**src/hdl/lfscd_pkg.sv**
```systemverilog
// ----------------------------------------------------------------------------
// Frame deframer package
// Marker bytes, status codes, controller states and the command and status
// bundles that join the controller to the datapath.
// ----------------------------------------------------------------------------
package lfscd_pkg;

   localparam logic [7:0] START_A = 8'h53;
   localparam logic [7:0] START_B = 8'h59;
   localparam logic [7:0] END_A   = 8'h54;
   localparam logic [7:0] END_B   = 8'h43;

   localparam logic [1:0] STATUS_GOOD     = 2'd0;
   localparam logic [1:0] STATUS_OVERSIZE = 2'd1;
   localparam logic [1:0] STATUS_MISMATCH = 2'd2;

   typedef enum logic [3:0] {
      ST_HUNT_A,
      ST_HUNT_B,
      ST_HEADER,
      ST_BODY,
      ST_EMIT_LEN,
      ST_EMIT_SUM,
      ST_EMIT_EMPTY,
      ST_READ,
      ST_SEND
   } state_type;

   typedef enum logic [2:0] {
      OP_IDLE,
      OP_START,
      OP_SYNC,
      OP_HEADER,
      OP_BODY,
      OP_EMIT,
      OP_READ,
      OP_SEND
   } op_type;

   typedef struct packed {
      op_type     op;
      logic [1:0] status;
   } ctl_cmd_type;

   typedef struct packed {
      logic byte_is_a;
      logic byte_is_b;
      logic header_done;
      logic oversize;
      logic body_done;
      logic frame_ok;
      logic len_zero;
      logic slot_free;
      logic replay_last;
   } dp_stat_type;

endpackage

```
**src/hdl/length_framed_sum_checked_deframer_top.sv**
```systemverilog
// ----------------------------------------------------------------------------
// Length-framed, sum-checked deframer
// Takes one received byte per transfer and hunts for the start pair 53h 59h,
// then reads a control byte, a command byte and a big-endian 16-bit length.
// Data bytes go into a store of MAX_DATA entries, and the frame is closed by
// an 8-bit sum byte and the end pair 54h 43h. A good frame is replayed as one
// result per data byte, a bad or oversize frame yields one error result. Bytes
// are taken only in the hunt, header and body states. After the last byte of a
// frame no byte is taken until its results are loaded: a single load for an
// error or empty frame, and for a good frame a registered read of the data
// store followed by the load of the result register per data byte, each load
// waiting for a free result slot. A waiting result does not block the next
// frame's bytes. No clearing pass runs after reset.
// ----------------------------------------------------------------------------
module length_framed_sum_checked_deframer_top #(
   parameter int MAX_DATA = 32
) (
   input  logic        clock,
   input  logic        reset,
   input  logic        req_valid,
   output logic        req_ready,
   input  logic [7:0]  req_rx_byte,
   output logic        rsp_valid,
   input  logic        rsp_ready,
   output logic [1:0]  rsp_frame_status,
   output logic [7:0]  rsp_control_code,
   output logic [7:0]  rsp_command_code,
   output logic [5:0]  rsp_data_length,
   output logic [4:0]  rsp_data_index,
   output logic [7:0]  rsp_data_byte,
   output logic        rsp_data_valid,
   output logic        rsp_last_of_run,
   output logic [15:0] rsp_good_count,
   output logic [15:0] rsp_bad_count
);
   import lfscd_pkg::*;

   ctl_cmd_type cmd;
   dp_stat_type stat;

   lfscd_ctrl u_ctrl (
      .clock     (clock),
      .reset     (reset),
      .req_valid (req_valid),
      .req_ready (req_ready),
      .stat      (stat),
      .cmd       (cmd)
   );

   lfscd_dp #(
      .MAX_DATA (MAX_DATA)
   ) u_dp (
      .clock            (clock),
      .reset            (reset),
      .req_rx_byte      (req_rx_byte),
      .cmd              (cmd),
      .stat             (stat),
      .rsp_ready        (rsp_ready),
      .rsp_valid        (rsp_valid),
      .rsp_frame_status (rsp_frame_status),
      .rsp_control_code (rsp_control_code),
      .rsp_command_code (rsp_command_code),
      .rsp_data_length  (rsp_data_length),
      .rsp_data_index   (rsp_data_index),
      .rsp_data_byte    (rsp_data_byte),
      .rsp_data_valid   (rsp_data_valid),
      .rsp_last_of_run  (rsp_last_of_run),
      .rsp_good_count   (rsp_good_count),
      .rsp_bad_count    (rsp_bad_count)
   );

endmodule

```
**src/hdl/lfscd_ctrl.sv**
```systemverilog
// ----------------------------------------------------------------------------
// Frame deframer controller
// Tracks the frame phase and sequences header parsing, result emission and
// the replay of stored data bytes.
// ----------------------------------------------------------------------------
module lfscd_ctrl (
   input  logic                   clock,
   input  logic                   reset,
   input  logic                   req_valid,
   output logic                   req_ready,
   input  lfscd_pkg::dp_stat_type stat,
   output lfscd_pkg::ctl_cmd_type cmd
);
   import lfscd_pkg::*;

   state_type state_ff;
   state_type state_in;
   logic      req_fire;

   assign req_ready = (state_ff == ST_HUNT_A) || (state_ff == ST_HUNT_B) ||
                      (state_ff == ST_HEADER) || (state_ff == ST_BODY);
   assign req_fire  = req_valid && req_ready;

   always_comb begin
      state_in = state_ff;
      case (state_ff)
         ST_HUNT_A: begin
            if (req_fire && stat.byte_is_a) state_in = ST_HUNT_B;
         end
         ST_HUNT_B: begin
            if (req_fire) begin
               if (stat.byte_is_b) state_in = ST_HEADER;
               else if (!stat.byte_is_a) state_in = ST_HUNT_A;
            end
         end
         ST_HEADER: begin
            if (req_fire && stat.header_done) begin
               state_in = stat.oversize ? ST_EMIT_LEN : ST_BODY;
            end
         end
         ST_BODY: begin
            if (req_fire && stat.body_done) begin
               if (!stat.frame_ok) state_in = ST_EMIT_SUM;
               else if (stat.len_zero) state_in = ST_EMIT_EMPTY;
               else state_in = ST_READ;
            end
         end
         ST_EMIT_LEN, ST_EMIT_SUM, ST_EMIT_EMPTY: begin
            if (stat.slot_free) state_in = ST_HUNT_A;
         end
         ST_READ: begin
            state_in = ST_SEND;
         end
         ST_SEND: begin
            if (stat.slot_free) state_in = stat.replay_last ? ST_HUNT_A : ST_READ;
         end
         default: begin
            state_in = ST_HUNT_A;
         end
      endcase
   end

   always_comb begin
      cmd.op     = OP_IDLE;
      cmd.status = STATUS_GOOD;
      case (state_ff)
         ST_HUNT_A: begin
            if (req_fire && stat.byte_is_a) cmd.op = OP_START;
         end
         ST_HUNT_B: begin
            if (req_fire) begin
               if (stat.byte_is_b) cmd.op = OP_SYNC;
               else if (stat.byte_is_a) cmd.op = OP_START;
            end
         end
         ST_HEADER: begin
            if (req_fire) cmd.op = OP_HEADER;
         end
         ST_BODY: begin
            if (req_fire) cmd.op = OP_BODY;
         end
         ST_EMIT_LEN: begin
            if (stat.slot_free) cmd.op = OP_EMIT;
            cmd.status = STATUS_OVERSIZE;
         end
         ST_EMIT_SUM: begin
            if (stat.slot_free) cmd.op = OP_EMIT;
            cmd.status = STATUS_MISMATCH;
         end
         ST_EMIT_EMPTY: begin
            if (stat.slot_free) cmd.op = OP_EMIT;
         end
         ST_READ: begin
            cmd.op = OP_READ;
         end
         ST_SEND: begin
            if (stat.slot_free) cmd.op = OP_SEND;
         end
         default: begin
            cmd.op = OP_IDLE;
         end
      endcase
   end

   always_ff @(posedge clock) begin
      if (reset) begin
         state_ff <= ST_HUNT_A;
      end else begin
         state_ff <= state_in;
      end
   end

endmodule

```
**src/hdl/lfscd_dp.sv**
```systemverilog
// ----------------------------------------------------------------------------
// Frame deframer datapath
// Header and checksum registers, the data byte store, frame counters and
// the registered result slot.
// ----------------------------------------------------------------------------
module lfscd_dp #(
   parameter int MAX_DATA = 32
) (
   input  logic                   clock,
   input  logic                   reset,
   input  logic [7:0]             req_rx_byte,
   input  lfscd_pkg::ctl_cmd_type cmd,
   output lfscd_pkg::dp_stat_type stat,
   input  logic                   rsp_ready,
   output logic                   rsp_valid,
   output logic [1:0]             rsp_frame_status,
   output logic [7:0]             rsp_control_code,
   output logic [7:0]             rsp_command_code,
   output logic [5:0]             rsp_data_length,
   output logic [4:0]             rsp_data_index,
   output logic [7:0]             rsp_data_byte,
   output logic                   rsp_data_valid,
   output logic                   rsp_last_of_run,
   output logic [15:0]            rsp_good_count,
   output logic [15:0]            rsp_bad_count
);
   import lfscd_pkg::*;

   localparam int AW = (MAX_DATA > 1) ? $clog2(MAX_DATA) : 1;
   localparam int LW = $clog2(MAX_DATA + 1);
   localparam int PW = $clog2(MAX_DATA + 3);

   logic [PW-1:0] pos_ff, pos_in;
   logic [7:0]    sum_ff, sum_in;
   logic [7:0]    ctrl_code_ff, ctrl_code_in;
   logic [7:0]    cmd_code_ff, cmd_code_in;
   logic [7:0]    len_hi_ff, len_hi_in;
   logic [LW-1:0] len_ff, len_in;
   logic [7:0]    rx_sum_ff, rx_sum_in;
   logic [7:0]    end_a_ff, end_a_in;
   logic [15:0]   good_ff, good_in;
   logic [15:0]   bad_ff, bad_in;
   logic [AW-1:0] idx_ff, idx_in;
   logic [7:0]    rd_data_ff;
   logic [7:0]    store_ff [MAX_DATA];

   logic          rsp_valid_ff, rsp_valid_in;
   logic [1:0]    rsp_status_ff, rsp_status_in;
   logic [5:0]    rsp_len_ff, rsp_len_in;
   logic [4:0]    rsp_idx_ff, rsp_idx_in;
   logic [7:0]    rsp_byte_ff, rsp_byte_in;
   logic          rsp_dvalid_ff, rsp_dvalid_in;
   logic          rsp_last_ff, rsp_last_in;
   logic [7:0]    rsp_ctrl_ff, rsp_ctrl_in;
   logic [7:0]    rsp_cmd_ff, rsp_cmd_in;
   logic [15:0]   rsp_good_ff, rsp_good_in;
   logic [15:0]   rsp_bad_ff, rsp_bad_in;

   logic [15:0]   pos_wide;
   logic [15:0]   len_wide;
   logic [15:0]   idx_wide;
   logic [15:0]   len_next;
   logic          in_data;
   logic          at_sum;
   logic          at_end_a;
   logic          load_rsp;

   assign pos_wide = 16'(pos_ff);
   assign len_wide = 16'(len_ff);
   assign idx_wide = 16'(idx_ff);
   assign len_next = {len_hi_ff, req_rx_byte};
   assign in_data  = pos_wide < len_wide;
   assign at_sum   = pos_wide == len_wide;
   assign at_end_a = pos_wide == (len_wide + 16'd1);

   assign stat.byte_is_a   = req_rx_byte == START_A;
   assign stat.byte_is_b   = req_rx_byte == START_B;
   assign stat.header_done = pos_ff == PW'(3);
   assign stat.oversize    = len_next > 16'(MAX_DATA);
   assign stat.body_done   = !in_data && !at_sum && !at_end_a;
   assign stat.frame_ok    = (rx_sum_ff == sum_ff) && (end_a_ff == END_A) &&
                             (req_rx_byte == END_B);
   assign stat.len_zero    = len_ff == '0;
   assign stat.slot_free   = !rsp_valid_ff || rsp_ready;
   assign stat.replay_last = (idx_wide + 16'd1) == len_wide;

   assign load_rsp = (cmd.op == OP_EMIT) || (cmd.op == OP_SEND);

   always_comb begin
      pos_in       = pos_ff;
      sum_in       = sum_ff;
      ctrl_code_in = ctrl_code_ff;
      cmd_code_in  = cmd_code_ff;
      len_hi_in    = len_hi_ff;
      len_in       = len_ff;
      rx_sum_in    = rx_sum_ff;
      end_a_in     = end_a_ff;
      good_in      = good_ff;
      bad_in       = bad_ff;
      idx_in       = idx_ff;
      case (cmd.op)
         OP_START: begin
            sum_in = START_A;
         end
         OP_SYNC: begin
            sum_in = sum_ff + req_rx_byte;
            pos_in = '0;
         end
         OP_HEADER: begin
            sum_in = sum_ff + req_rx_byte;
            case (pos_ff)
               PW'(0):  ctrl_code_in = req_rx_byte;
               PW'(1):  cmd_code_in  = req_rx_byte;
               PW'(2):  len_hi_in    = req_rx_byte;
               default: len_in       = len_next[LW-1:0];
            endcase
            if (stat.header_done) begin
               pos_in = '0;
               if (stat.oversize) bad_in = bad_ff + 16'd1;
            end else begin
               pos_in = pos_ff + PW'(1);
            end
         end
         OP_BODY: begin
            idx_in = '0;
            if (in_data) begin
               sum_in = sum_ff + req_rx_byte;
               pos_in = pos_ff + PW'(1);
            end else if (at_sum) begin
               rx_sum_in = req_rx_byte;
               pos_in    = pos_ff + PW'(1);
            end else if (at_end_a) begin
               end_a_in = req_rx_byte;
               pos_in   = pos_ff + PW'(1);
            end else begin
               pos_in = '0;
               if (stat.frame_ok) good_in = good_ff + 16'd1;
               else bad_in = bad_ff + 16'd1;
            end
         end
         OP_SEND: begin
            idx_in = idx_ff + AW'(1);
         end
         default: begin
            idx_in = idx_ff;
         end
      endcase
   end

   always_comb begin
      rsp_valid_in  = rsp_valid_ff && !rsp_ready;
      rsp_status_in = rsp_status_ff;
      rsp_len_in    = rsp_len_ff;
      rsp_idx_in    = rsp_idx_ff;
      rsp_byte_in   = rsp_byte_ff;
      rsp_dvalid_in = rsp_dvalid_ff;
      rsp_last_in   = rsp_last_ff;
      rsp_ctrl_in   = rsp_ctrl_ff;
      rsp_cmd_in    = rsp_cmd_ff;
      rsp_good_in   = rsp_good_ff;
      rsp_bad_in    = rsp_bad_ff;
      if (load_rsp) begin
         rsp_valid_in = 1'b1;
         rsp_ctrl_in  = ctrl_code_ff;
         rsp_cmd_in   = cmd_code_ff;
         rsp_good_in  = good_ff;
         rsp_bad_in   = bad_ff;
         if (cmd.op == OP_SEND) begin
            rsp_status_in = STATUS_GOOD;
            rsp_len_in    = len_wide[5:0];
            rsp_idx_in    = idx_wide[4:0];
            rsp_byte_in   = rd_data_ff;
            rsp_dvalid_in = 1'b1;
            rsp_last_in   = stat.replay_last;
         end else begin
            rsp_status_in = cmd.status;
            rsp_len_in    = '0;
            rsp_idx_in    = '0;
            rsp_byte_in   = '0;
            rsp_dvalid_in = 1'b0;
            rsp_last_in   = 1'b1;
         end
      end
   end

   always_ff @(posedge clock) begin
      if (reset) begin
         pos_ff       <= '0;
         sum_ff       <= '0;
         ctrl_code_ff <= '0;
         cmd_code_ff  <= '0;
         len_hi_ff    <= '0;
         len_ff       <= '0;
         rx_sum_ff    <= '0;
         end_a_ff     <= '0;
         good_ff      <= '0;
         bad_ff       <= '0;
         idx_ff       <= '0;
         rsp_valid_ff <= 1'b0;
      end else begin
         pos_ff       <= pos_in;
         sum_ff       <= sum_in;
         ctrl_code_ff <= ctrl_code_in;
         cmd_code_ff  <= cmd_code_in;
         len_hi_ff    <= len_hi_in;
         len_ff       <= len_in;
         rx_sum_ff    <= rx_sum_in;
         end_a_ff     <= end_a_in;
         good_ff      <= good_in;
         bad_ff       <= bad_in;
         idx_ff       <= idx_in;
         rsp_valid_ff <= rsp_valid_in;
      end
   end

   always_ff @(posedge clock) begin
      rsp_status_ff <= rsp_status_in;
      rsp_len_ff    <= rsp_len_in;
      rsp_idx_ff    <= rsp_idx_in;
      rsp_byte_ff   <= rsp_byte_in;
      rsp_dvalid_ff <= rsp_dvalid_in;
      rsp_last_ff   <= rsp_last_in;
      rsp_ctrl_ff   <= rsp_ctrl_in;
      rsp_cmd_ff    <= rsp_cmd_in;
      rsp_good_ff   <= rsp_good_in;
      rsp_bad_ff    <= rsp_bad_in;
   end

   always_ff @(posedge clock) begin
      if ((cmd.op == OP_BODY) && in_data) begin
         store_ff[pos_ff[AW-1:0]] <= req_rx_byte;
      end
      if (cmd.op == OP_READ) begin
         rd_data_ff <= store_ff[idx_ff];
      end
   end

   assign rsp_valid        = rsp_valid_ff;
   assign rsp_frame_status = rsp_status_ff;
   assign rsp_control_code = rsp_ctrl_ff;
   assign rsp_command_code = rsp_cmd_ff;
   assign rsp_data_length  = rsp_len_ff;
   assign rsp_data_index   = rsp_idx_ff;
   assign rsp_data_byte    = rsp_byte_ff;
   assign rsp_data_valid   = rsp_dvalid_ff;
   assign rsp_last_of_run  = rsp_last_ff;
   assign rsp_good_count   = rsp_good_ff;
   assign rsp_bad_count    = rsp_bad_ff;

endmodule

```
**config.mk**
```make
export PLATFORM = sky130hd
export DESIGN_NAME = length_framed_sum_checked_deframer_top
export DESIGN_NICKNAME = d
export VERILOG_FILES = /design/src/hdl/lfscd_pkg.sv /design/src/hdl/length_framed_sum_checked_deframer_top.sv /design/src/hdl/lfscd_ctrl.sv /design/src/hdl/lfscd_dp.sv
export SDC_FILE = /design/constraint.sdc
export NUM_CORES = 1
export LEC_CHECK = 0
export BUFFER_PORTS_ARGS = -buffer_cell sky130_fd_sc_hd__buf_2
export CAP_MARGIN = 40
export CORE_UTILIZATION = 38
export DETAILED_ROUTE_END_ITERATION = 7
export GPL_ROUTABILITY_DRIVEN = 0
export SLEW_MARGIN = 10
export SYNTH_ARGS = -nofsm -noshare
export SYNTH_HDL_FRONTEND = slang
export SYNTH_SLANG_ARGS = --single-unit
```
**constraint.sdc**
```tcl
create_clock -name clock -period 8.05 [get_ports clock]
set_input_delay 0.805 -clock clock [delete_from_list [all_inputs] [get_ports clock]]
set_output_delay 0.805 -clock clock [all_outputs]
set_load 0.005 [all_outputs]
```
# Word level (Yosys, flattened, before mapping)
# Memory sizes are Yosys's and may differ from the RTL's. A register that Yosys moved wholly into a read port is not among the register bits.
# Cells that the tools add are included.
word_totals:
  mem_bits_rw: 256
  input_bits: 12
  register_bits: 173
  out_inout_bits: 73
  mem_count: 1
  word_cells: 159
classes:
  magnitude_cmp: 2
  reduce_logical: 40
  n_eq_ne: 40
  n_addsub: 7
  n_bitwise: 4
  mux: 42
memory_table:
  columns: ["memory", "words", "word_bits", "rd", "rd_ports_with_merged_regs", "write_ports", "line_no", "rtl"]
  rows:
  - ["u_dp.store_ff", 32, 8, 1, 1, 1, "lfscd_dp.sv:45", "logic [7:0] store_ff [MAX_DATA];"]
ops:
  columns: ["operator", "count"]
  rows:
  - ["$mux 16", 6]
  - ["$mux 4", 9]
  - ["$add 16x1->16 const B", 2]
  - ["$eq 8x7->1 const B", 4]
  - ["$pmux 16 s2", 1]
  - ["$pmux 4 s7", 1]
  - ["$mux 6", 4]
  - ["$pmux 8 s3", 1]
  - ["$mux 3", 7]
  - ["$pmux 3 s7", 1]
  - ["$ne 2x2->1 const B", 10]
  - ["$pmux 6 s3", 1]
  - ["$eq 16x6->1", 1]
  - ["$eq 4x3->1 const B", 4]
  - ["$eq 6x16->1", 1]
  - ["$gt 16x6->1 const B", 1]
  - ["$reduce_and 7->1", 2]
  - ["$eq 3x3->1 const B", 4]
  - ["$eq 6x2->1 const B", 2]
  - ["$logic_not 6->1", 2]
  - ["$logic_and 1x1->1", 10]
  - ["$pmux 5 s2", 1]
  - ["$reduce_and 2->1", 5]
  - ["$add 8x8->8", 1]
  - ["30 further kinds", 54]

# Longest topological paths before layout
# Gate-level depths: netlist of the first run.
logic_depth:
  ltp_word: 12
  depth_mapped: 11

# Hierarchy
# A second synthesis of the first run with hierarchy kept.
unflattened:
  cells_unflattened: 1207
  area_unflattened_um2: 18016.0
modules_own_cells:
  columns: ["mod", "n_inst", "seq_area_each_um2", "area_each_um2", "cells_per_inst"]
  rows:
  - ["lfscd_dp", 1, 12021.5, 17568.1, 1147]
  - ["lfscd_ctrl", 1, 80.1, 447.9, 60]

# Worst setup path after synthesis of the first run
# Ideal clock, no wire load.
synth_path:
  path_type: "register -> register"
  from: "register u_ctrl.state_ff[3]"
  to: "register u_dp.rsp_bad_ff[0], in the netlist u_dp.rsp_bad_count[0], enable pin"
  arrival_time_ps: 4312
  t_required_ps: 7549
  path_slack_ps: 3237
  stages_incl_launch_ff: 6
  path_buffers: 1
  cell_sequence: "dfxtp_1 clkbuf_1 inv_1 nor4_1 a31oi_1 nor2_1"
synth_via:
  elab_chain_len: 10
  word_cells_on_any_way: 23
synth_lines:
  columns: ["item", "line_no", "rtl"]
  rows:
  - ["start, declared", "lfscd_ctrl.sv:16", "state_type state_ff;"]
  - ["start signal, assigned", "lfscd_ctrl.sv:109", "state_ff <= state_in;"]
  - ["$eq 4x1->1 or $logic_not 4->1 (tied branches)", "lfscd_ctrl.sv:20, lfscd_ctrl.sv:66", null]
  - ["$logic_or 1x1->1 (2 in a row)", "lfscd_ctrl.sv:20", "assign req_ready = (state_ff == ST_HUNT_A) || (state_ff == ST_HUNT_B) ||"]
  - ["$logic_or 1x1->1", "lfscd_ctrl.sv:21", "(state_ff == ST_HEADER) || (state_ff == ST_BODY);"]
  - ["$logic_and 1x1->1", "lfscd_ctrl.sv:22", "assign req_fire = req_valid && req_ready;"]
  - ["$logic_and 1x1->1", "lfscd_ctrl.sv:68", "if (req_fire && stat.byte_is_a) cmd.op = OP_START;"]
  - ["$mux 1", "lfscd_ctrl.sv:68", null]
  - ["$pmux 3 s7 (*)", "lfscd_ctrl.sv:66", "case (state_ff)"]
  - ["$eq 3x3->1", "lfscd_dp.sv:87", "assign load_rsp = (cmd.op == OP_EMIT) || (cmd.op == OP_SEND);"]
  - ["$logic_or 1x1->1 (*)", "lfscd_dp.sv:87", null]
  - ["net u_dp.load_rsp", "lfscd_dp.sv:66", "logic load_rsp;"]
  - ["end signal, assigned", "lfscd_dp.sv:226", "rsp_bad_ff <= rsp_bad_in;"]
  - ["end, declared", "lfscd_dp.sv:57", "logic [15:0] rsp_bad_ff, rsp_bad_in;"]
# The timed path passes the listed nets; every way through them passes the cells marked *.
# A chain may end at the register's enable or synchronous reset.

# Final worst setup path of the first run
layout_path:
  from: "register u_dp.len_ff[4]"
  to: "memory u_dp.store_ff[18][2], enable pin"
layout_via:
  elab_chain_len: 4
layout_lines:
  columns: ["item", "line_no", "rtl"]
  rows:
  - ["start, declared", "lfscd_dp.sv:38", "logic [LW-1:0] len_ff, len_in;"]
  - ["start signal, assigned", "lfscd_dp.sv:206", "len_ff <= len_in;"]
  - ["$lt 6x6->1", "lfscd_dp.sv:72", "assign in_data = pos_wide < len_wide;"]
  - ["$logic_and 1x1->1", "lfscd_dp.sv:230", "if ((cmd.op == OP_BODY) && in_data) begin"]
  - ["$mux 1", "lfscd_dp.sv:230", null]
  - ["$mux 1 (implied by the code)", "lfscd_dp.sv:231", "store_ff[pos_ff[AW-1:0]] <= req_rx_byte;"]
  - ["end, declared", "lfscd_dp.sv:45", null]
# Every way passes these cells.

==> impl_metrics.csv, run 1 <==
group,metric,value,unit
detailed_routing,antenna_left,0,
sta,final_critical_path_setup_slack,4.681,ns
critical_path,reg2reg_to,"u_dp.store_ff[18][2]",
finish,area_added_between_synthesis_and_finish,15.76,%
global_routing,grtUsageMet2,25.88,%
clock_network,clock_path_buffers,3,
pwr,power_leakage,0.007021,uW
yosys,post_synth_main_area_contributors,"sky130_fd_sc_hd__edfxtp_1 (56%), sky130_fd_sc_hd__dfxtp_1 (11%), sky130_fd_sc_hd__mux4_2 (10%)",
detailed_routing,postRouteWirelength,38700,um
yosys,synthArstFlopShare,0,%
critical_path,type_of_origin_of_the_critical_path,"register",
placement,place_worst_setup_slack,4.071,ns
min_path,min_path_cells,0,
sta,worst_clock_skew,0.02530,ns
finish,filler_cell_count,4007,
min_path,hp-start,"u_dp.ctrl_code_ff[4]",
critical_path,setup.reg_to_reg.worst_slack,4.68,ns
yosys,ys_types,63,
clock_network,clock_latency,0.59,ns
finish,final_layout_size_suffix_gt1_share,22.67,%
min_path,hold_class,"register to register",
clock_network,cts-htree-levels,2,
clock_network,post_cts_resize_count,0,
sta,final.hold.worst_slack,0.4324,ns
detailed_routing,route.vias.total,10210,
yosys,netlist.top_cell.by_area,"sky130_fd_sc_hd__edfxtp_1",
critical_path,worst_r2r_path_depth,7,
yosys,synthesis.yosys.warnings,0,
detailed_routing,drt_iter0_markers,935,
floorplan,fp.coreArea,0.04656,mm2
critical_path,cp.buffers_inverters,2,
placement,placed_cell_area,0.01923,mm2
global_routing,via_count_of_the_first_global_routing_pass,10060,
sta,slew_violations,0,
global_routing,global_route.overflow_total,0,
placement,io_buffers,84,
global_routing,grt_first_pass_wirelength,59370,um
sta,setup_tns,0,ns
floorplan,rows,79,
critical_path,timing.critical_path.to_type,"register",
sta,post-route-period-util,41.85,%
critical_path,timing.critical_path.slowest_cell_delay,0.68,ns
clock_network,cts-root-buf,"sky130_fd_sc_hd__clkbuf_16",
global_routing,global_route_met1_usage,22.86,%
sta,max-slew-margin-rel,42.87,%
floorplan,start_util,38.48,%
critical_path,critPathTopFamily,"simple AND/OR/NAND/NOR gates",
finish,num-nets-final,1331,
global_routing,maximum_number_of_pins_on_one_net_before_global_route_repair,72,
clock_network,cts_tree,"yes",
clock_network,ctsHoldBuffers,0,
floorplan,die_height,219.1,um
sta,fmaxAchievable,296.8,MHz
sta,finalHoldViolCount,0,
min_path,hold_path_end,"u_dp.rsp_control_code[4]",
clock_network,cts_made_buffers,45,
floorplan,fp.dieArea,0.04802,mm2
detailed_routing,drt_drc_violations_left,0,
finish,multi_input_comb_area,0.005469,mm2
sta,setup_violating_endpoint_count_in_the_final_report,0,
detailed_routing,iteration_count_of_the_initial_detailed_routing_pass,5,
flow_run,cap_viol_max_count,0,
status,outcome,"finished clean",
critical_path,reg2reg_from,"u_dp.len_ff[4]",
finish,register_area,0.01211,mm2
yosys,synthesis.instances,1179,
global_routing,antenna_violations_before_repair,0,
critical_path,timing_worst_setup_path_type,"register to register",
clock_network,clkSinkCount,437,
critical_path,timing.critical_path.cells,"inv_1, ha_1, a21o_1, a2111oi_2, nand2_1, nor2_1, buf_4",
yosys,yosys_most_used_dff,"sky130_fd_sc_hd__edfxtp_1",
yosys,synth_area_per_cell,15.19,um2
critical_path,crit_path_max_fanout,8,
pwr,ir_worst_vdd,352.5,uV
yosys,synth_edf_count,335,
global_routing,global_route_usage_sum,16.47,%
yosys,synth.ff_latch_count,437,
sta,period_minus_slack,3.369,ns
placement,detailed_place_hpwl,25070,um
global_routing,gr-usage-met3,3.146,%
sta,tightest_slew,0.8537,ns
critical_path,worst_path_max_delay_cell,"sky130_fd_sc_hd__a2111oi_2",
sta,grt_setup_unrepaired,"no",
yosys,syn-num-nets,1214,
clock_network,clk_transition_reported_paths,0.06,ns
finish,post_layout_inst_area,0.02074,mm2
floorplan,die_x,219.1,um
critical_path,critPathRequiredTime,8.34,ns
yosys,synth.yosys.seq_area_share,67.55,%
yosys,synth_top_area_share,56.15,%
floorplan,pin_count,85,
detailed_routing,drt-vias-per-instance,5.264,
clock_network,post-cts-setup-buffer-count,0,
critical_path,critPathArrivalTime,3.66,ns
pwr,cellPowerDensity,244.1,mW/mm2
detailed_routing,route.detailed.wl_per_inst,19.95,um
global_routing,grt_most_used_layer,"met2",
yosys,mappedNetlistArea,0.01791,mm2
## area by class of cell
type / count / area share, %
Multi-Input combinational cell: 654 / 26.37
Inverter: 26 / 0.4706
Tap cell: 607 / 3.662
Sequential cell: 437 / 58.38
Antenna cell: 1 / 0.01207
Clock inverter: 26 / 1.255
Timing Repair Buffer: 132 / 4.109
Clock buffer: 57 / 5.744
## per-layer routing
| layer | vias up | wire length [um] |
|---|---|---|
| met2 | 280 | 17970 |
| li1 | 4738 | - |
| met3 | 62 | 2139 |
| met4 | 0 | 891 |
| met5 | - | 0 |
| met1 | 5132 | 17700 |
## cell usage after synthesis (9+ instances only)
cell / count
sky130_fd_sc_hd__dfxtp_1: 102
sky130_fd_sc_hd__nand2_1: 37
sky130_fd_sc_hd__nand3_1: 32
sky130_fd_sc_hd__inv_1: 26
sky130_fd_sc_hd__o21ai_0: 14
sky130_fd_sc_hd__nand4_1: 10
sky130_fd_sc_hd__mux2_1: 12
sky130_fd_sc_hd__a21oi_1: 35
sky130_fd_sc_hd__buf_2: 10
sky130_fd_sc_hd__xnor2_1: 33
sky130_fd_sc_hd__ha_1: 22
sky130_fd_sc_hd__nor2b_1: 18
sky130_fd_sc_hd__nor3_1: 24
sky130_fd_sc_hd__mux2_2: 9
sky130_fd_sc_hd__and3_1: 23
sky130_fd_sc_hd__nor2_1: 156
sky130_fd_sc_hd__clkbuf_1: 48
sky130_fd_sc_hd__mux2i_1: 38
sky130_fd_sc_hd__edfxtp_1: 335
sky130_fd_sc_hd__mux4_2: 80
sky130_fd_sc_hd__nor4_1: 20
## cells in the final DEF, fill, tap and decap left out, types with 22 or more instances in the layout
master / n
sky130_fd_sc_hd__and3_1: 23
sky130_fd_sc_hd__xnor2_1: 33
sky130_fd_sc_hd__nand3_1: 32
sky130_fd_sc_hd__dfxtp_1: 100
sky130_fd_sc_hd__buf_4: 44
sky130_fd_sc_hd__a21oi_1: 35
sky130_fd_sc_hd__buf_2: 83
sky130_fd_sc_hd__inv_1: 26
sky130_fd_sc_hd__ha_1: 22
sky130_fd_sc_hd__edfxtp_1: 335
sky130_fd_sc_hd__clkbuf_16: 45
sky130_fd_sc_hd__nand2_1: 37
sky130_fd_sc_hd__nor3_1: 24
sky130_fd_sc_hd__nor2_1: 155
sky130_fd_sc_hd__mux2i_1: 38
sky130_fd_sc_hd__mux4_2: 80
## cell families after synthesis
group	after synthesis	share of synthesized area, %
AOI/OAI and AO/OA	95	3.562
xor gates and xnor gates	40	1.956
adders and majority gates	23	1.648
buffers and inverters	88	1.997
DFF	437	67.55
muxes	139	13.50
and+or+nand+nor	357	9.785
## worst max path at each step
stage | slack, ns | startpoint | cells after the start | end
after global routing | 4.38 | req_rx_byte[6] | 8 | u_dp.bad_ff[5]
final | 4.68 | u_dp.len_ff[4] | 7 | u_dp.store_ff[18][2]
after detailed placement | 4.07 | req_rx_byte[6] | 8 | u_dp.bad_ff[13]
after floorplan | 3.24 | u_ctrl.state_ff[3] | 5 | u_dp.rsp_bad_count[0]
after global placement | 4.16 | req_rx_byte[6] | 8 | u_dp.bad_ff[8]
after CTS | 4.63 | u_dp.len_ff[4] | 6 | u_dp.store_ff[2][7]
## flip-flops by register name, indices dropped and copies added, names as in the netlist, 8 cells and up
| name | flops |
|---|---|
| u_dp.good_ff | 16 |
| u_dp.rsp_command_code | 8 |
| u_dp.rd_data_ff | 8 |
| u_dp.store_ff | 256 |
| u_dp.rx_sum_ff | 8 |
| u_dp.rsp_good_count | 16 |
| u_dp.rsp_data_byte | 8 |
| u_dp.rsp_bad_count | 16 |
| u_dp.rsp_control_code | 8 |
| u_dp.sum_ff | 8 |
| u_dp.cmd_code_ff | 8 |
| u_dp.len_hi_ff | 8 |
| u_dp.bad_ff | 16 |
| u_dp.end_a_ff | 8 |
| u_dp.ctrl_code_ff | 8 |
## stage by stage
stage	std cells	utilization (%)	power, uW
after floorplan	1179	-	2898
after global placement	1820	40.69	3045
after detailed placement	1853	41.30	3054
after CTS	1936	44.42	5104
after global routing	1939	44.54	5257
final	1940	44.55	5062
## report_power, final
group	total [uW]	internal [uW]	switching [uW]
combinational	422	149	273
clock	2050	1180	864
sequential	2590	2540	52.7
total	5060	3870	1190
Note: power is estimated with default switching activity, not from simulation.
==> inputs of run 2 (changes only) <==
ABC_AREA = 1   (was unset)
clock period = 3.1 ns   (was 8.05 ns; I/O delays follow)
==> run 2 against run 1 <==
Against the previous run:
- final area increased by 3.9%
- clock skew shrank 0.0088 ns
- global-route usage grew 3.8 points
- largest cell class unchanged
- critical endpoint is now u_dp.store_ff[13][1]
- first-iteration DRC count increased by 73%
- critical path type unchanged
- area after synthesis increased by 4.1%
- combinational power up 120%
- total power increased to 2.5 times the previous value
==> impl_metrics.csv, run 2 <==
group,metric,value,unit
critical_path,timing_worst_setup_path_type,"register to register",
critical_path,critPathRequiredTime,3.38,ns
global_routing,via_count_of_the_first_global_routing_pass,13190,
clock_network,clkSinkCount,437,
pwr,power_leakage,0.007690,uW
yosys,mappedNetlistArea,0.01864,mm2
sta,grt_setup_unrepaired,"no",
critical_path,cp.buffers_inverters,3,
sta,max-slew-margin-rel,42.71,%
clock_network,post_cts_resize_count,0,
detailed_routing,iteration_count_of_the_initial_detailed_routing_pass,5,
sta,setup_violating_endpoint_count_in_the_final_report,0,
floorplan,pin_count,85,
critical_path,timing.critical_path.to_type,"register",
finish,post-route-util,44.84,%
floorplan,die_x,223.5,um
yosys,synth.ff_latch_count,437,
yosys,synth.most_common_cell,"sky130_fd_sc_hd__edfxtp_1",
yosys,synthesis.instances,1782,
yosys,netlist.top_cell.by_area,"sky130_fd_sc_hd__edfxtp_1",
sta,period_minus_slack,2.815,ns
finish,final_common_cell,"sky130_fd_sc_hd__edfxtp_1",
floorplan,fp.dieArea,0.04995,mm2
clock_network,cts-root-buf,"sky130_fd_sc_hd__clkbuf_16",
sta,setup_tns,0,ns
floorplan,die_height,223.5,um
detailed_routing,drt_iter0_markers,1617,
floorplan,start_util,38.80,%
detailed_routing,route.detailed.wl_per_inst,19.77,um
critical_path,worst_path_max_delay_cell,"sky130_fd_sc_hd__nand2_1",
sta,slew_violations,0,
yosys,synthArstFlopShare,0,%
pwr,ir_worst_vdd,482.4,uV
finish,num-nets-final,1936,
clock_network,post-cts-setup-buffer-count,0,
yosys,syn-num-nets,1817,
detailed_routing,drt-vias-per-instance,5.383,
clock_network,clk_transition_reported_paths,0.06,ns
critical_path,type_of_origin_of_the_critical_path,"register",
floorplan,fp.coreArea,0.04805,mm2
critical_path,timing.critical_path.slowest_cell_delay,0.43,ns
yosys,synth.yosys.seq_area_share,64.91,%
sta,post-route-period-util,90.81,%
floorplan,rows,80,
sta,final_critical_path_setup_slack,0.2848,ns
clock_network,cts_made_buffers,45,
finish,largest_register_ffs,256,
sta,finalHoldViolCount,0,
critical_path,crit_path_frequent_cell,"sky130_fd_sc_hd__nand2_1",
detailed_routing,antenna_left,0,
global_routing,maximum_number_of_pins_on_one_net_before_global_route_repair,96,
clock_network,cts-htree-levels,2,
placement,io_buffers,84,
sta,worst_clock_skew,0.01647,ns
yosys,synth_edf_count,335,
critical_path,critPathArrivalTime,3.10,ns
sta,tightest_slew,0.8541,ns
yosys,yosys-top-cells-count,"sky130_fd_sc_hd__edfxtp_1 (335), sky130_fd_sc_hd__nor2_1 (294), sky130_fd_sc_hd__nand2_1 (222), sky130_fd_sc_hd__o21ai_0 (206), sky130_fd_sc_hd__inv_1 (118)",
placement,detailed_place_hpwl,32220,um
yosys,post_synth_main_area_contributors,"sky130_fd_sc_hd__edfxtp_1 (54%), sky130_fd_sc_hd__dfxtp_1 (11%), sky130_fd_sc_hd__nor2_1 (5.9%)",
finish,n_antenna_cell,0,
yosys,yosys_most_used_dff,"sky130_fd_sc_hd__edfxtp_1",
critical_path,critPathTopFamily,"simple AND/OR/NAND/NOR gates",
status,outcome,"finished clean",
yosys,synthesis.yosys.warnings,0,
detailed_routing,postRouteWirelength,50480,um
detailed_routing,drt_drc_violations_left,0,
clock_network,ctsHoldBuffers,0,
detailed_routing,route.vias.total,13740,
yosys,synth_top_area_share,53.96,%
critical_path,timing.critical_path.cells,"inv_1, ha_1, nand2_1, nand2_1, a21oi_1, nand3_4, inv_1, nand2_1, nor2_1, buf_4",
yosys,ys_types,41,
global_routing,global_route.overflow_total,0,
critical_path,crit_path_max_fanout,10,
finish,area_added_between_synthesis_and_finish,15.55,%
clock_network,clock_path_buffers,3,
flow_run,cap_viol_max_count,0,
yosys,synth_area_per_cell,10.46,um2
pwr,cellPowerDensity,593.4,mW/mm2
finish,final_layout_size_suffix_gt1_share,13.21,%
clock_network,cts_tree,"yes",
placement,place_worst_setup_slack,0.3619,ns
global_routing,global_route_usage_sum,20.25,%
clock_network,clock_latency,0.58,ns
min_path,hold_class,"primary input to register",
sta,fmaxAchievable,355.2,MHz
global_routing,grt_first_pass_wirelength,77650,um
global_routing,antenna_violations_before_repair,1,
finish,commonest_cells_after_routing_fill_and_taps_aside,"sky130_fd_sc_hd__edfxtp_1 (335), sky130_fd_sc_hd__nor2_1 (293), sky130_fd_sc_hd__nand2_1 (222)",
-- run 2: routing by layer --
metal,GRT usage (%),share of wire [%],vias to the layer above
met3,3.543,6.7,75
met1,28.05,44,6670
li1,-,-,6507
met5,0,0,-
met2,32.65,47,491
met4,5.634,2.2,0
-- run 2: final timing paths --
path                                     startpoint                  endpoint  slack (ns)  cells past startpoint
worst max-delay path                 u_dp.len_ff[3]      u_dp.store_ff[13][1]        0.28                     10
worst min-delay path                      rsp_ready        u_ctrl.state_ff[3]         0.1                      4
worst max register to register       u_dp.len_ff[3]      u_dp.store_ff[13][1]        0.28                     10
worst min register to register  u_dp.cmd_code_ff[2]  u_dp.rsp_command_code[2]        0.43                      0
-- run 2: logic make-up (layout without fill, tap and decap cells) --
group | after synthesis | in the layout | share of synthesized area [%]
and+or+nand+nor | 692 | 692 | 15.92
DFF | 437 | 437 | 64.91
AOI/OAI and AO/OA | 389 | 389 | 11.71
buffers and inverters | 213 | 369 | 4.563
xor gates and xnor gates | 28 | 28 | 1.315
adders and majority gates | 23 | 23 | 1.584
-- run 2: layout make-up --
type                            instances  area, um2
Sequential cell                       437      12110
Multi-Input combinational cell       1132       5699
Inverter                              130      489.2
Clock buffer                           63       1267
Timing Repair Buffer                  155       1023
Fill cell                            4521      26500
Clock inverter                         21      187.7
Tap cell                              615      769.5
-- run 2: worst reg2reg max path: stages, from the launching register on --
cell and delay (ns):
sky130_fd_sc_hd__dfxtp_1 0.38, sky130_fd_sc_hd__inv_1 0.15, sky130_fd_sc_hd__ha_1 0.35, sky130_fd_sc_hd__nand2_1 0.07, sky130_fd_sc_hd__nand2_1 0.05, sky130_fd_sc_hd__a21oi_1 0.27, sky130_fd_sc_hd__nand3_4 0.23, sky130_fd_sc_hd__inv_1 0.17
sky130_fd_sc_hd__nand2_1 0.43, sky130_fd_sc_hd__nor2_1 0.24, sky130_fd_sc_hd__buf_4 0.20
-- run 2: through the flow --
step,instance area (um2),power [uW],cells,hold WS [ns]
2_1_floorplan,18650,7212,1782,0.4030
3_3_place_gp,20060,7508,2468,0.4090
3_5_place_dp,20090,7518,2469,0.4130
4_1_cts,21540,12890,2553,0.07421
5_1_grt,21540,13220,2553,0.09053
6_report,21540,12780,2553,0.09978
-- run 2: where the power goes --
group	internal, uW	switching (uW)
clock	3110	2270
sequential	6380	80.0
combinational	296	645
==> inputs of run 3 (changes only) <==
ABC_AREA = 0   (was 1)
GPL_ROUTABILITY_DRIVEN = unset   (was 0)
==> run 3 against run 2 <==
Against the previous run:
- sequential power grew 3.3%
- critical endpoint is now u_dp.bad_ff[15]
- die area shrank 3.9%
- cell count shrank 23%
- largest power group unchanged
==> impl_metrics.csv, run 3 (synthesis gave the netlist of run 1 again) <==
group,metric,value,unit
floorplan,fp.coreArea,0.04656,mm2
flow_run,cap_viol_max_count,0,
global_routing,gr-usage-met3,2.620,%
finish,n_antenna_cell,0,
sta,setup_violating_endpoint_count_in_the_final_report,0,
finish,finish.cell_count_without_fillers,1963,
clock_network,clk_transition_reported_paths,0.07,ns
critical_path,cp.buffers_inverters,1,
sta,max-slew-margin-rel,46.37,%
min_path,min_path_cells,3,
critical_path,timing.critical_path.slowest_cell_delay,0.44,ns
placement,detailed_place_hpwl,26970,um
finish,num-nets-final,1357,
finish,final_common_cell,"sky130_fd_sc_hd__edfxtp_1",
placement,io_buffers,84,
critical_path,type_of_origin_of_the_critical_path,"register",
global_routing,grtUsageMet2,27.50,%
critical_path,timing_worst_setup_path_type,"register to register",
sta,final_critical_path_setup_slack,0.3271,ns
clock_network,clock_path_buffers,3,
floorplan,start_util,38.48,%
critical_path,worst_path_max_delay_cell,"sky130_fd_sc_hd__dfxtp_1",
placement,place_worst_setup_slack,0.3318,ns
floorplan,die_x,219.1,um
finish,final_layout_size_suffix_gt1_share,24.41,%
floorplan,rows,79,
detailed_routing,drt_iter0_markers,874,
floorplan,pin_count,85,
sta,slew_violations,0,
floorplan,fp.dieArea,0.04802,mm2
sta,setup_tns,0,ns
finish,largest_register_ffs,256,
detailed_routing,antenna_left,0,
detailed_routing,drt_drc_violations_left,0,
global_routing,via_count_of_the_first_global_routing_pass,10160,
sta,fmaxAchievable,360.6,MHz
clock_network,post-cts-setup-buffer-count,0,
clock_network,cts-htree-levels,2,
placement,placedCellCount,1883,
detailed_routing,drt-vias-per-instance,5.341,
global_routing,global_route_met1_usage,24.90,%
global_routing,grt_most_used_layer,"met2",
critical_path,critical_path_cell_count,9,
min_path,hold_class,"primary input to register",
critical_path,crit_path_max_fanout,20,
pwr,finalPower,13390,uW
detailed_routing,iteration_count_of_the_initial_detailed_routing_pass,5,
global_routing,global_route_usage_sum,17.48,%
global_routing,global_route.overflow_total,0,
clock_network,cts-root-buf,"sky130_fd_sc_hd__clkbuf_16",
critical_path,timing.critical_path.cells,"inv_1, ha_1, nand3_1, a21oi_1, a211o_1, o211ai_4, a22o_4, nor4_1, mux2_2",
clock_network,clkSinkCount,437,
pwr,ir_worst_vdd,708.3,uV
finish,commonest_cells_after_routing_fill_and_taps_aside,"sky130_fd_sc_hd__edfxtp_1 (335), sky130_fd_sc_hd__nor2_1 (155), sky130_fd_sc_hd__dfxtp_1 (100)",
clock_network,cts_tree,"yes",
critical_path,critPathArrivalTime,3.21,ns
clock_network,clock_latency,0.55,ns
global_routing,maximum_number_of_pins_on_one_net_before_global_route_repair,75,
placement,place.gp.congestion,0.8256,
detailed_routing,route.vias.total,10480,
critical_path,timing.critical_path.to_type,"register",
floorplan,die_height,219.1,um
sta,worst_clock_skew,0.01233,ns
sta,post-route-period-util,89.45,%
detailed_routing,postRouteWirelength,41030,um
critical_path,worst_r2r_path_depth,9,
finish,area_added_between_synthesis_and_finish,17.10,%
finish,filler_cell_count,4067,
global_routing,grt_first_pass_wirelength,62920,um
sta,finalHoldViolCount,0,
detailed_routing,route.detailed.wl_per_inst,20.90,um
clock_network,ctsHoldBuffers,0,
pwr,cellPowerDensity,638.1,mW/mm2
pwr,power_leakage,0.007167,uW
critical_path,critPathRequiredTime,3.53,ns
status,outcome,"finished clean",
clock_network,cts_made_buffers,44,
sta,period_minus_slack,2.773,ns
clock_network,post_cts_resize_count,0,
critical_path,critPathTopFamily,"compound AO/OA/AOI/OAI gates",
sta,grt_setup_unrepaired,"no",
sta,tightest_slew,0.8044,ns
global_routing,antenna_violations_before_repair,0,
[run 3: worst paths after layout]
| kind | from | endpoint | slack (ns) |
|---|---|---|---|
| min | req_rx_byte[1] | u_dp.end_a_ff[1] | 0.13 |
| max | u_dp.len_ff[5] | u_dp.bad_ff[15] | 0.33 |
| max reg2reg | u_dp.len_ff[5] | u_dp.bad_ff[15] | 0.33 |
| min reg2reg | u_dp.good_ff[15] | u_dp.rsp_good_count[15] | 0.43 |
[run 3: worst min-delay path, stage by stage]
cell                      delay [ns]
sky130_fd_sc_hd__buf_2          0.16
sky130_fd_sc_hd__mux2i_1        0.09
sky130_fd_sc_hd__nor2_1         0.07
[run 3: cell type report]
| type | count | area, um2 | share of cell area [%] |
|---|---|---|---|
| Sequential cell | 437 | 12110 | 57.71 |
| Timing Repair Buffer | 159 | 1049 | 4.998 |
| Tap cell | 607 | 759.5 | 3.620 |
| Clock inverter | 25 | 291.5 | 1.390 |
| Clock buffer | 55 | 1205 | 5.744 |
| Multi-Input combinational cell | 654 | 5469 | 26.07 |
| Inverter | 26 | 97.59 | 0.4652 |
[run 3: through the flow]
stage | instance area [um2] | utilization, % | hold WS [ns]
3_3_place_gp | 19470 | 41.83 | 0.4153
6_report | 20980 | 45.06 | 0.1294
2_1_floorplan | 17920 | - | 0.4080
5_1_grt | 20980 | 45.06 | 0.1511
4_1_cts | 20980 | 45.06 | 0.09746
3_5_place_dp | 19480 | 41.84 | 0.4188
[run 3: power by group]
group / total (uW) / switching (uW) / internal, uW
clock network: 5490 / 2220 / 3270
logic: 1220 / 811 / 412
registers: 6670 / 74.3 / 6600
total: 13400 / 3110 / 10300
[run 3: routing by layer]
metal | part of all wire (%) | wire length (um)
met1 | 45 | 18480
met2 | 47 | 19300
met3 | 5.3 | 2191
met4 | 2.6 | 1053
met5 | 0 | 0
